`config.mk`:
```
export PLATFORM = sky130hd
export DESIGN_NAME = csd_cfg
export DESIGN_NICKNAME = d
export VERILOG_FILES = /design/src/rtl/core/cylinder_signed_distance_macros.svh /design/src/rtl/core/csd_pkg.sv /design/src/rtl/core/csd_cfg.sv
export SDC_FILE = /design/constraint.sdc
export NUM_CORES = 1
export LEC_CHECK = 0
export BUFFER_PORTS_ARGS = -buffer_cell sky130_fd_sc_hd__buf_2
export CORE_MARGIN = 2
export CORE_UTILIZATION = 46
export CTS_CLUSTER_DIAMETER = 150
export CTS_CLUSTER_SIZE = 40
export DETAILED_ROUTE_END_ITERATION = 8
export GPL_ROUTABILITY_DRIVEN = 0
export PLACE_DENSITY_LB_ADDON = 0.05
export SYNTH_ARGS = -nofsm -noshare
export SYNTH_HDL_FRONTEND = slang
export SYNTH_SLANG_ARGS = --single-unit
export TNS_END_PERCENT = 5
```
`constraint.sdc`:
```
create_clock -name clk -period 1.6 [get_ports clk]
set_input_delay 0.4 -clock clk [delete_from_list [all_inputs] [get_ports clk]]
set_output_delay 0.4 -clock clk [all_outputs]
set_load 0.01 [all_outputs]
```
`src/rtl/core/cylinder_signed_distance_macros.svh`:
```
// Assertion macros for the cylinder signed distance block
`ifndef CYLINDER_SIGNED_DISTANCE_MACROS_SVH
`define CYLINDER_SIGNED_DISTANCE_MACROS_SVH

// same-cycle implication, quiet during reset
`define CSD_ASSERT_SAME(lbl, clk_s, rst_s, ante, cons) \
  lbl: assert property (@(posedge clk_s) disable iff (!rst_s) (ante) |-> (cons)) \
    else $error("csd assertion failed");

// next-cycle implication, quiet during reset
`define CSD_ASSERT_NEXT(lbl, clk_s, rst_s, ante, cons) \
  lbl: assert property (@(posedge clk_s) disable iff (!rst_s) (ante) |=> (cons)) \
    else $error("csd assertion failed");

`endif

```
`src/rtl/core/csd_pkg.sv`:
```
// Shared types and constants for the cylinder signed distance block
package csd_pkg;

  localparam int unsigned CFG_ADDR_W = 4;
  localparam int unsigned CFG_DATA_W = 32;
  localparam int unsigned LEN_W      = 31;
  localparam int unsigned SQ1_W      = 68;
  localparam int unsigned SQ2_W      = 70;

  localparam logic [LEN_W-1:0] DIAM_RST = 31'd65536;
  localparam logic [LEN_W-1:0] LEN_RST  = 31'd65536;

  typedef enum logic [1:0] {
    REG_DIAMETER      = 2'd0,
    REG_LENGTH        = 2'd1,
    REG_CENTER_RADIAL = 2'd2,
    REG_CENTER_AXIAL  = 2'd3
  } reg_idx_t;

  typedef struct packed {
    logic [LEN_W-1:0] diameter;
    logic [LEN_W-1:0] length;
    logic             center_radial;
    logic             center_axial;
  } cfg_t;

endpackage

```
`src/rtl/core/csd_cfg.sv`:
```
// APB register file for the cylinder shape
module csd_cfg (
  input  logic                           clk,
  input  logic                           rst_n,
  input  logic                           psel,
  input  logic                           penable,
  input  logic                           pwrite,
  input  logic [csd_pkg::CFG_ADDR_W-1:0] paddr,
  input  logic [csd_pkg::CFG_DATA_W-1:0] pwdata,
  output logic [csd_pkg::CFG_DATA_W-1:0] prdata,
  output logic                           pready,
  output csd_pkg::cfg_t                  cfg
);

  csd_pkg::cfg_t    cfg_r;
  csd_pkg::reg_idx_t idx;
  logic             wr;

  assign idx    = csd_pkg::reg_idx_t'(paddr[3:2]);
  assign wr     = psel && penable && pwrite;
  assign pready = 1'b1;
  assign cfg    = cfg_r;

  always_ff @(posedge clk) begin
    if (!rst_n) begin
      cfg_r.diameter      <= csd_pkg::DIAM_RST;
      cfg_r.length        <= csd_pkg::LEN_RST;
      cfg_r.center_radial <= 1'b0;
      cfg_r.center_axial  <= 1'b0;
    end else if (wr) begin
      case (idx)
        csd_pkg::REG_DIAMETER:      cfg_r.diameter      <= pwdata[30:0];
        csd_pkg::REG_LENGTH:        cfg_r.length        <= pwdata[30:0];
        csd_pkg::REG_CENTER_RADIAL: cfg_r.center_radial <= pwdata[0];
        csd_pkg::REG_CENTER_AXIAL:  cfg_r.center_axial  <= pwdata[0];
        default: ;
      endcase
    end
  end

  always_comb begin
    case (idx)
      csd_pkg::REG_DIAMETER:      prdata = {1'b0, cfg_r.diameter};
      csd_pkg::REG_LENGTH:        prdata = {1'b0, cfg_r.length};
      csd_pkg::REG_CENTER_RADIAL: prdata = {31'd0, cfg_r.center_radial};
      csd_pkg::REG_CENTER_AXIAL:  prdata = {31'd0, cfg_r.center_axial};
      default:                    prdata = '0;
    endcase
  end

endmodule

```
# Word-level counts from Yosys, hierarchy flattened
# Index checks and enable logic that the tools add are counted.
# totals
ram_bits	0
mem_count	0
wordCells	15
romBits	0
regBits	64
latchBits	0
# classes
mux	1
multipliers	0
n_bitwise	0
shifts	0
magnitude_cmp	0
n_div	0
n_addsub	0
reduce_logical	7
eq_ne	3
# ops
op	count
32-bit one-hot mux with 4 select lines	1
2-bit AND reduction	4
2-bit equality test (second input constant)	2
2-bit by 1-bit equality test with 1-bit output (second input constant)	1
1-bit logical AND	2
2-bit logical NOT	1

# Logic depth before layout (Yosys ltp)
# Gate-level depths: netlist of run 1.
# logic_depth
word_depth	3
depth_mapped	6
mapped_depth_nobuf	3

# Least setup slack after synthesis of run 1
# OpenSTA, ideal clock, no wires.
# synth_timing
kind	input to output
from	input port paddr[2] (netlist name)
to	output port prdata[12] (netlist name)
path_slack_ps	118
t_arrival_ps	1082
n_path_buf	2
cell_stages	4
path_cell_list	buf_4 -> buf_2 -> mux2i_1 -> nor2_1
# synth_between
elab_chain_len	2
# synth_lines
item	line	text
from (decl)	csd_cfg.sv:8	input logic [csd_pkg::CFG_ADDR_W-1:0] paddr,
2-bit equality test, or another cell as far along	csd_cfg.sv:42	case (idx)
32-bit one-hot mux with 4 select lines (*)	csd_cfg.sv:42	
to (decl)	csd_cfg.sv:10	output logic [csd_pkg::CFG_DATA_W-1:0] prdata,
# Every way passes the cells marked *; elsewhere a longest branch is shown, timed or not. The select of a mux whose other input is x is not followed.

# Worst setup path in the final report of run 1
# layout_timing
from	register cfg_r (netlist bit cfg[0])
to	output port prdata[0] (netlist name)
# layout_between
elab_chain_len	1
# layout_lines
item	line	text
from (decl)	csd_cfg.sv:15	csd_pkg::cfg_t cfg_r;
32-bit one-hot mux with 4 select lines	csd_cfg.sv:42	
# No other way between the ends. The select of a mux whose other input is x is not followed.

==> metrics.yaml, run 1 <==
violations: "setup timing"
grt.overflow.total: 0
hold_violations: 0
htree_levels: 3
final_cell_area_sq_mm: 0.003946
clk_pin_slew_ns: 0.07
reg2reg_from: "cfg[33]$_SDFFE_PN0P_"
cts_sinks: 64
postLayoutSetupSlackWorst_ns: -0.06463
synthArstFlopShare_pct: 0
yosysTopAreaCell: "dfxtp_1"
synthTopCellsByCount: "mux2i_1, nand2_1, dfxtp_1"
synth_top_area_share_pct: 43.97
final_nets: 495
io_pins: 138
grt_pass1_vias: 2455
clock-root-buffer: "clkbuf_8"
cts-hold-fix-buffers: 0
slew_viol_final: 0
synth_edf_count: 0
critPathCaptureType: "output port"
p_seq_share_pct: 49.0
switching_power_uw: 780.6
p_leak_nw: 2.130
detail-route-antenna-nets: 0
instances_no_fill: 534
ys.flop_type: "dfxtp_1"
cts_buffers: 9
maxCapViolations: 0
dieHeight_um: 83.59
netlist_top_cells_area: "dfxtp_1, mux2i_1, nand2_1"
p_int_mw: 2.545
start_util_pct: 48.36
via_per_inst: 4.919
die_area_sq_mm: 0.006987
largest_reg_flops: 64
post-dp-hpwl_mm: 5.006
clockBufferDepth: 2
hold_slack_ns: 0.3313
tritoncts: "done"
synth_cell_types: 18
grt_max_degree: 69
syn_area_sq_mm: 0.002914
fmax_mhz: 600.7
dp.cells: 516
p_clk_share_pct: 42.1
worstPathRequired_ns: 1.20
wl_mm: 6.984
r2r_slack_ns: 0.89
portBuffers: 132
reg2reg_to: "cfg[33]$_SDFFE_PN0P_"
path_class: "flop to output port"
worstPathArrival_ns: 1.26
yosysWarnings: 0
period_needed_ns: 1.665
vias: 2627
firstDrtPassIters: 4
outcome: "finished, violations left"
worst-path-max-fanout: 2
diodes: 0
period_share_pct: 104.0
ir_drop_mv: 0.4633
coreArea_sq_mm: 0.006026
yosysSeqAreaShare_pct: 43.97
min_to: "cfg[30]$_SDFFE_PN0P_"
fillers: 553
finalSetupViolCount: 1
insertion_delay_ns: 0.32
cp-start-kind: "flop"
holdCritPathClass: "primary input to flop"
synth_nets: 361
rsz0062_at_grt: "yes"
whs_path_depth: 3
wl_per_cell_um: 13.08
pwr-share-comb_pct: 8.9
synth_cells: 320
postSynthAreaPerCell_sq_um: 9.106
placed_area_sq_mm: 0.003692
drt_iter0_markers: 71
powerDensity_mw_per_mm2: 842.8
hold_path_startpoint: "pwdata[28]"
grt_antenna_before_repair: 0
grt_use_total_pct: 20.49
ys_seq_elements: 64
num_rows: 28
finClkSkew_ns: 0
power_switching_share_pct: 23.47
drc: 0
layout-drive-gt1-share_pct: 38.34
area_growth_pct: 35.42
grt_pass1_wl_mm: 11.75
die_w_um: 83.59
r2r_cells: 3
yosysMostFrequentCell: "mux2i_1"
per-layer routing:
layer / global-route usage (%) / wire length [um] / up-vias
li1: - / - / 1313
met1: 26.33 / 3096 / 1202
met2: 33.45 / 3290 / 96
met3: 5.737 / 434 / 16
met4: 6.305 / 163 / 0
met5: 0 / 0 / -
stage by stage:
step	worst slack (ns)	TNS (ns)	total power, mW	util (%)
floorplan	0.1178	0	1.837	-
global placement	-0.03840	-0.1230	1.951	61.27
detailed placement	-0.06443	-0.6537	1.956	61.27
CTS	-0.08153	-0.08153	3.365	65.18
global route	-0.1029	-0.1048	3.487	65.49
finish	-0.06463	-0.06463	3.326	65.49
layout by cell type (no fill, tap or decap), types with 2 or more instances in the layout:
cell,synthesis,routed
dfxtp_1,64,60
buf_4,3,16
clkinv_2,0,2
buf_12,0,2
nor2b_1,3,3
nand2_1,91,91
mux2i_1,93,92
conb_1,2,2
dfxtp_2,0,4
clkinvlp_4,0,2
nor2_1,31,31
buf_2,8,130
clkbuf_8,0,11
worst max-delay path, stage by stage (launching register included):
cell and delay, ns:
dfxtp_2 0.32, mux4_2 0.47, buf_6 0.14
cell type report:
class | instances | area [sq um] | area share [%]
Clock buffer | 11 | 151.4 | 3.836
Timing Repair Buffer | 151 | 864.6 | 21.91
Multi-Input combinational cell | 227 | 1491 | 37.79
Sequential cell | 64 | 1286 | 32.59
Inverter | 1 | 3.754 | 0.09512
Tap cell | 75 | 93.84 | 2.378
Clock inverter | 5 | 55.05 | 1.395
power groups by stage:
stage | clock, mW | combinational [mW] | sequential (mW)
after detailed placement | 0 | 0.291 | 1.66
after global routing | 1.53 | 0.326 | 1.63
after floorplan | 0 | 0.164 | 1.67
final | 1.40 | 0.297 | 1.63
after CTS | 1.44 | 0.295 | 1.63
after global placement | 0 | 0.287 | 1.66
what timing repair did:
item / in CTS / in global routing
endpoints found under the setup margin: 27 / 23
gates cloned: 0 / 0
gates resized for setup: 6 / 4
buffers inserted: 2 / 0
cell families (layout without fill, tap and decap cells):
family	count (synthesis)	count (layout)	share of synthesized area [%]
mux	94	94	32.72
flops	64	64	43.97
buf+inv	29	168	5.238
compound gates	2	2	0.5154
simple gates	129	129	17.30
other cells	2	2	0.2577
worst max path at each step:
stage | startpoint | end | slack [ns] | depth (start not counted)
finish | cfg[0]$_SDFFE_PN0P_ | prdata[0] | -0.06 | 2
CTS | cfg[0]$_SDFFE_PN0P_ | prdata[0] | -0.08 | 2
global placement | paddr[2] | prdata[0] | -0.04 | 3
detailed placement | paddr[2] | prdata[0] | -0.06 | 3
global route | cfg[1]$_SDFFE_PN0P_ | prdata[0] | -0.10 | 2
floorplan | paddr[2] | prdata[12] | 0.12 | 4
Power figures use the tool's default switching activity.
==> run 2, diff against run 1 <==
- CELL_PAD_IN_SITES_DETAIL_PLACEMENT: default -> 1
- CELL_PAD_IN_SITES_GLOBAL_PLACEMENT: default -> 1
- CORE_UTILIZATION: 46 -> 33
==> metrics.yaml, run 2 (same netlist as run 1, synthesis figures left out) <==
outcome: "finished, violations left"
violations: "setup timing"
final_common_cell: "buf_2"
largest_reg_flops: 64  # unchanged
num_rows: 34  # +21%
p_leak_nw: 2.125  # -0.26%
grt_use_total_pct: 17.24  # -3.2 points
cts_sinks: 64  # unchanged
hold_violations: 0  # unchanged
area_growth_pct: 36.41
detail-route-antenna-nets: 0  # unchanged
layout-drive-gt1-share_pct: 38.13  # -0.22 points
holdCritPathClass: "primary input to flop"
multi_input_area_sq_mm: 0.001488  # -0.25%
die_w_um: 97.97  # +17%
worstPathArrival_ns: 1.27  # about the same
worstPathRequired_ns: 1.20  # about the same
cp-start-kind: "flop"
maxCapViolations: 0  # unchanged
reg2reg_from: "cfg[1]$_SDFFE_PN0P_"
worst-path-max-fanout: 3  # +1
ir_drop_mv: 0.3443  # -26%
tritoncts: "done"
grt.overflow.total: 0  # unchanged
die_area_sq_mm: 0.009598  # +37%
period_share_pct: 104.4  # +0.35 points
setup_tns_ns: -0.07029  # -0.005655 ns
place_ws_ns: -0.08507  # -0.02064 ns
cp-startpoint: "cfg[33]$_SDFFE_PN0P_"
clk_pin_slew_ns: 0.07  # about the same
cts_buffers: 9  # unchanged
hold_path_startpoint: "pwdata[2]"
post-dp-hpwl_mm: 6.117  # +22%
period_needed_ns: 1.670  # +0.005655 ns
regArea_sq_mm: 0.001286  # unchanged
wl_mm: 8.208  # +18%
grt_max_degree: 40  # -42%
htree_levels: 3  # unchanged
clockBufferDepth: 2  # unchanged
rsz0062_at_grt: "yes"
drt_iter0_markers: 48  # -32%
dieHeight_um: 97.97  # +17%
coreArea_sq_mm: 0.008636  # +43%
final_nets: 495  # unchanged
diodes: 0  # unchanged
postLayoutSetupSlackWorst_ns: -0.07029  # -0.005655 ns
slew_viol_final: 0  # unchanged
grt_pass1_vias: 2668  # +8.7%
p_total_mw: 3.165  # -4.8%
reg2reg_to: "cfg[1]$_SDFFE_PN0P_"
finalSetupViolCount: 1  # unchanged
grt_antenna_before_repair: 0  # unchanged
r2r_cells: 3  # unchanged
insertion_delay_ns: 0.33  # about the same
final_cell_mix: "buf_2, mux2i_1, nand2_1"
path_class: "flop to output port"
r2r_slack_ns: 0.86  # -0.03 ns
fmax_mhz: 598.7  # -0.34%
via_per_inst: 4.755  # -3.3%
portBuffers: 132  # unchanged
finClkSkew_ns: 0  # unchanged
critPathCaptureType: "output port"
vias: 2696  # +2.6%
cp-endpoint: "prdata[0]"
grt_pass1_wl_mm: 13.37  # +14%
io_pins: 138  # unchanged
firstDrtPassIters: 4  # unchanged
clock-root-buffer: "clkbuf_8"
fillers: 1070  # +93%
start_util_pct: 33.74  # -15 points
wl_per_cell_um: 14.48  # +11%
drc: 0  # unchanged
powerDensity_mw_per_mm2: 796.2  # -5.5%
run 2: cell count changes in the layout (fill, tap and decap cells not counted), sizes merged:
cell and change:
clkinv +2, bufinv -1, clkbuf -1
run 2: timing repair:
item,4_1_cts,5_1_grt
setup buffers,2,0
hold buffers,0,0
gates cloned,0,0
gates resized for setup,8,3
setup endpoints to repair,25,11
run 2: stage by stage:
stage | cell area (sq um) | util [%] | hold slack, ns | cells
after detailed placement | 3759 | 43.52 | 0.4621 | 549
after floorplan | 2914 | - | 0.4881 | 320
after CTS | 3966 | 45.93 | 0.3128 | 567
after global placement | 3759 | 43.52 | 0.4557 | 549
final | 3975 | 46.03 | 0.3290 | 567
after global routing | 3975 | 46.03 | 0.3213 | 567
run 2: worst min-delay path by stage:
stage	to	cells after the start	slack (ns)
CTS	cfg[4]$_SDFFE_PN0P_	3	0.31
finish	cfg[4]$_SDFFE_PN0P_	3	0.33
global route	cfg[54]$_SDFFE_PN0P_	3	0.32
detailed placement	cfg[56]$_SDFFE_PN0P_	2	0.46
floorplan	cfg[0]$_SDFFE_PN0P_	2	0.49
global placement	cfg[50]$_SDFFE_PN0P_	2	0.46
run 2: power breakdown:
part / switching (mW) / leakage, nW / internal (mW)
Clock: 0.637 / 0.0878 / 0.593
Sequential: 0.0161 / 0.519 / 1.61
Combinational: 0.170 / 1.52 / 0.136
Total: 0.823 / 2.12 / 2.34
run 2: worst max-delay path, cell delays in order, from the launching register on:
cell and delay (ns):
dfxtp_2 0.33, mux4_2 0.46, buf_6 0.14
run 2: routing by layer:
layer	vias up	track usage, %	share of wire, %
met2	83	28.40	47
met5	-	0	0
met3	8	3.865	6.0
met1	1286	21.84	46
met4	0	7.051	1.1
li1	1319	-	-
run 2: cell type report:
type | count | share of cell area [%]
Timing Repair Buffer | 151 | 22.38
Clock buffer | 10 | 3.462
Inverter | 1 | 0.09443
Clock inverter | 6 | 0.8813
Multi-Input combinational cell | 227 | 37.43
Tap cell | 108 | 3.399
Sequential cell | 64 | 32.36
==> run 3, diff against run 2 <==
- ABC_AREA: default -> 1
- CORE_UTILIZATION: 33 -> 31
==> metrics.yaml, run 3 <==
outcome: "finished, violations left"
violations: "setup timing"
crit_family: "buffers and inverters"
fmax_mhz: 620.1  # +3.6%
p_leak_nw: 2.216  # +4.3%
htree_levels: 3  # unchanged
multi_input_area_sq_mm: 0.001400  # -5.9%
grt.overflow.total: 0  # unchanged
postSynthAreaPerCell_sq_um: 6.863  # -25%
maxCapViolations: 0  # unchanged
worstPathRequired_ns: 1.20  # about the same
wl_per_cell_um: 13.43  # -7.2%
coreArea_sq_mm: 0.009284  # +7.5%
yosys.area_share.simple_pct: 36.93  # +20 points
instances_no_fill: 712  # +26%
num_rows: 35  # +2.9%
yosysMostFrequentCell: "nor2_1"
hold_violations: 0  # unchanged
via_per_inst: 4.612  # -3.0%
grt_max_degree: 65  # +63%
drc: 0  # unchanged
synth_edf_count: 0  # unchanged
synth_cell_types: 17  # -1
die_area_sq_mm: 0.01038  # +8.2%
grt_pass1_wl_mm: 15.28  # +14%
period_share_pct: 100.8  # -3.6 points
start_util_pct: 32.01  # -1.7 points
cp-start-kind: "primary input"
post-dp-hpwl_mm: 6.379  # +4.3%
ys_seq_elements: 64  # unchanged
path_buf_inv: 4  # +3
wl_mm: 9.564  # +17%
portBuffers: 132  # unchanged
synth_fa_ha_area_share_pct: 0  # unchanged
detail-route-antenna-nets: 0  # unchanged
synthTopCellsByCount: "nor2_1, nand2_1, nand3_1"
powerDensity_mw_per_mm2: 822.1  # +3.2%
clk_pin_slew_ns: 0.06  # about the same
clockBufferDepth: 2  # unchanged
critPathCaptureType: "output port"
worstPathArrival_ns: 1.21  # -0.06 ns
cp_common_cell: "buf_8"
die_w_um: 101.9  # +4.0%
grt_pass1_vias: 3107  # +16%
synth_nets: 474  # +31%
regArea_sq_mm: 0.001281  # -0.39%
synth_top_family_by_area: "simple AND/OR/NAND/NOR gates"
holdCritPathClass: "primary input to flop"
drt_iter0_markers: 71  # +48%
tritoncts: "done"
cts_buffers: 9  # unchanged
final_cell_mix: "buf_2, nor2_1, nand2_1"
yosysSeqAreaShare_pct: 43.12  # -0.85 points
synthArstFlopShare_pct: 0  # unchanged
finalSetupViolCount: 4  # +3
dp.cells: 687  # +25%
vias: 3284  # +22%
period_needed_ns: 1.613  # -0.05763 ns
synth_cells: 433  # +35%
grt_use_total_pct: 18.78  # +1.5 points
area_growth_pct: 41.39
synth_compound_area_share_pct: 9.516  # +9.0 points
grt_antenna_before_repair: 0  # unchanged
worst-path-max-fanout: 12  # +9
synth-xor-area-share_pct: 0  # unchanged
syn_area_sq_mm: 0.002972  # +2.0%
slew_viol_final: 0  # unchanged
yosysTopAreaCell: "dfxtp_1"
crit_slowest_cell: "buf_4"
firstDrtPassIters: 4  # unchanged
ir_drop_mv: 0.3662  # +6.3%
path_class: "primary input to output port"
layout-drive-gt1-share_pct: 32.08  # -6.1 points
finClkSkew_ns: 0  # unchanged
path_cells: "buf_8 -> nor2_4 -> buf_4 -> buf_8 -> a22o_1 -> buf_2"
utilization_pct: 45.26  # -0.77 points
final_common_cell: "buf_2"
netlist_top_cells_area: "dfxtp_1, nor2_1, nand3_1"
io_pins: 138  # unchanged
yosysWarnings: 0  # unchanged
postLayoutSetupSlackWorst_ns: -0.01266  # +0.05763 ns
clock-root-buffer: "clkbuf_8"
fillers: 1223  # +14%
cpPeakStageDelay_ns: 0.15  # -0.31 ns
final_nets: 619  # +25%
diodes: 0  # unchanged
synth_top_area_share_pct: 43.12  # -0.85 points
rsz0062_at_grt: "yes"
ys.flop_type: "dfxtp_1"
dieHeight_um: 101.9  # +4.0%
insertion_delay_ns: 0.34  # about the same
cts_sinks: 64  # unchanged
largest_reg_flops: 64  # unchanged
muxShareOfSynthArea_pct: 0  # -33 points
cts-hold-fix-buffers: 0  # unchanged
-- run 3: cell count changes in the layout (fill, tap and decap cells not counted), moves of 3 or more --
cell      change
a22o_1       +30
buf_4        +14
clkbuf_1      +3
dfxtp_1       +4
dfxtp_2       -4
inv_1        +32
mux2i_1      -93
nand2_1      -19
nand3_1      +64
nor2_1       +92
nor2_4        +3
nor2b_1       -3
-- run 3: tightest hold or removal path, cell delays in order --
cell and delay [ns]:
buf_2 0.09, nand2_1 0.05, nand3_1 0.06
-- run 3: power by group --
| group | internal [mW] | total (mW) | leakage, nW | switching, mW |
|---|---|---|---|---|
| clock | 0.714 | 1.33 | 0.0941 | 0.613 |
| sequential | 1.63 | 1.65 | 0.518 | 0.0262 |
| combinational | 0.210 | 0.473 | 1.60 | 0.263 |
-- run 3: logic make-up after synthesis --
| family | count (synthesis) |
|---|---|
| DFF | 64 |
| and+or+nand+nor | 266 |
| other | 2 |
| AOI/OAI and AO/OA | 34 |
| buffers and inverters | 67 |
-- run 3: area by class of cell --
type | count | share of cell area [%]
inverters | 34 | 3.038
multi-input cells | 302 | 33.32
repair buffers | 167 | 25.01
clock inverters | 4 | 1.072
flip-flops and latches | 64 | 30.49
clock buffers | 12 | 3.216
well taps | 129 | 3.842
-- run 3: path summary, 6_finish.rpt --
check	startpoint	to	slack [ns]	cells past startpoint
worst max-delay path	paddr[2]	prdata[22]	-0.01	6
worst min-delay path	pwdata[16]	cfg[49]$_SDFFE_PN1P_	0.29	3
worst max register to register	cfg[53]$_SDFFE_PN0P_	cfg[53]$_SDFFE_PN0P_	0.97	2
worst min register to register	cfg[37]$_SDFFE_PN0P_	cfg[37]$_SDFFE_PN0P_	0.50	2
-- run 3: stage by stage --
step | setup WS, ns | power [mW] | setup TNS [ns] | cell area, sq um | hold WS [ns]
finish | -0.01266 | 3.454 | -0.02538 | 4202 | 0.2903
detailed placement | -0.1132 | 2.135 | -1.816 | 3901 | 0.4939
global route | -0.08227 | 3.636 | -1.218 | 4202 | 0.2834
CTS | -0.01724 | 3.519 | -0.06913 | 4202 | 0.2727
floorplan | 0.1161 | 1.935 | 0 | 2972 | 0.5108
global placement | -0.08320 | 2.126 | -1.288 | 3901 | 0.4839
-- run 3: what timing repair did --
action / 4_1_cts / 5_1_grt
setup endpoints to repair: 31 / 31
cloned: 1 / 0
gates resized for setup: 8 / 0
setup buffers: 8 / 0
pin swaps: 2 / 0
-- run 3: metal layers --
metal,part of all wire (%),wire length [um],track usage (%)
met5,0,0,0
met4,1.5,140,6.872
met3,4.7,447,3.694
met2,49,4639,32.14
met1,45,4338,23.49
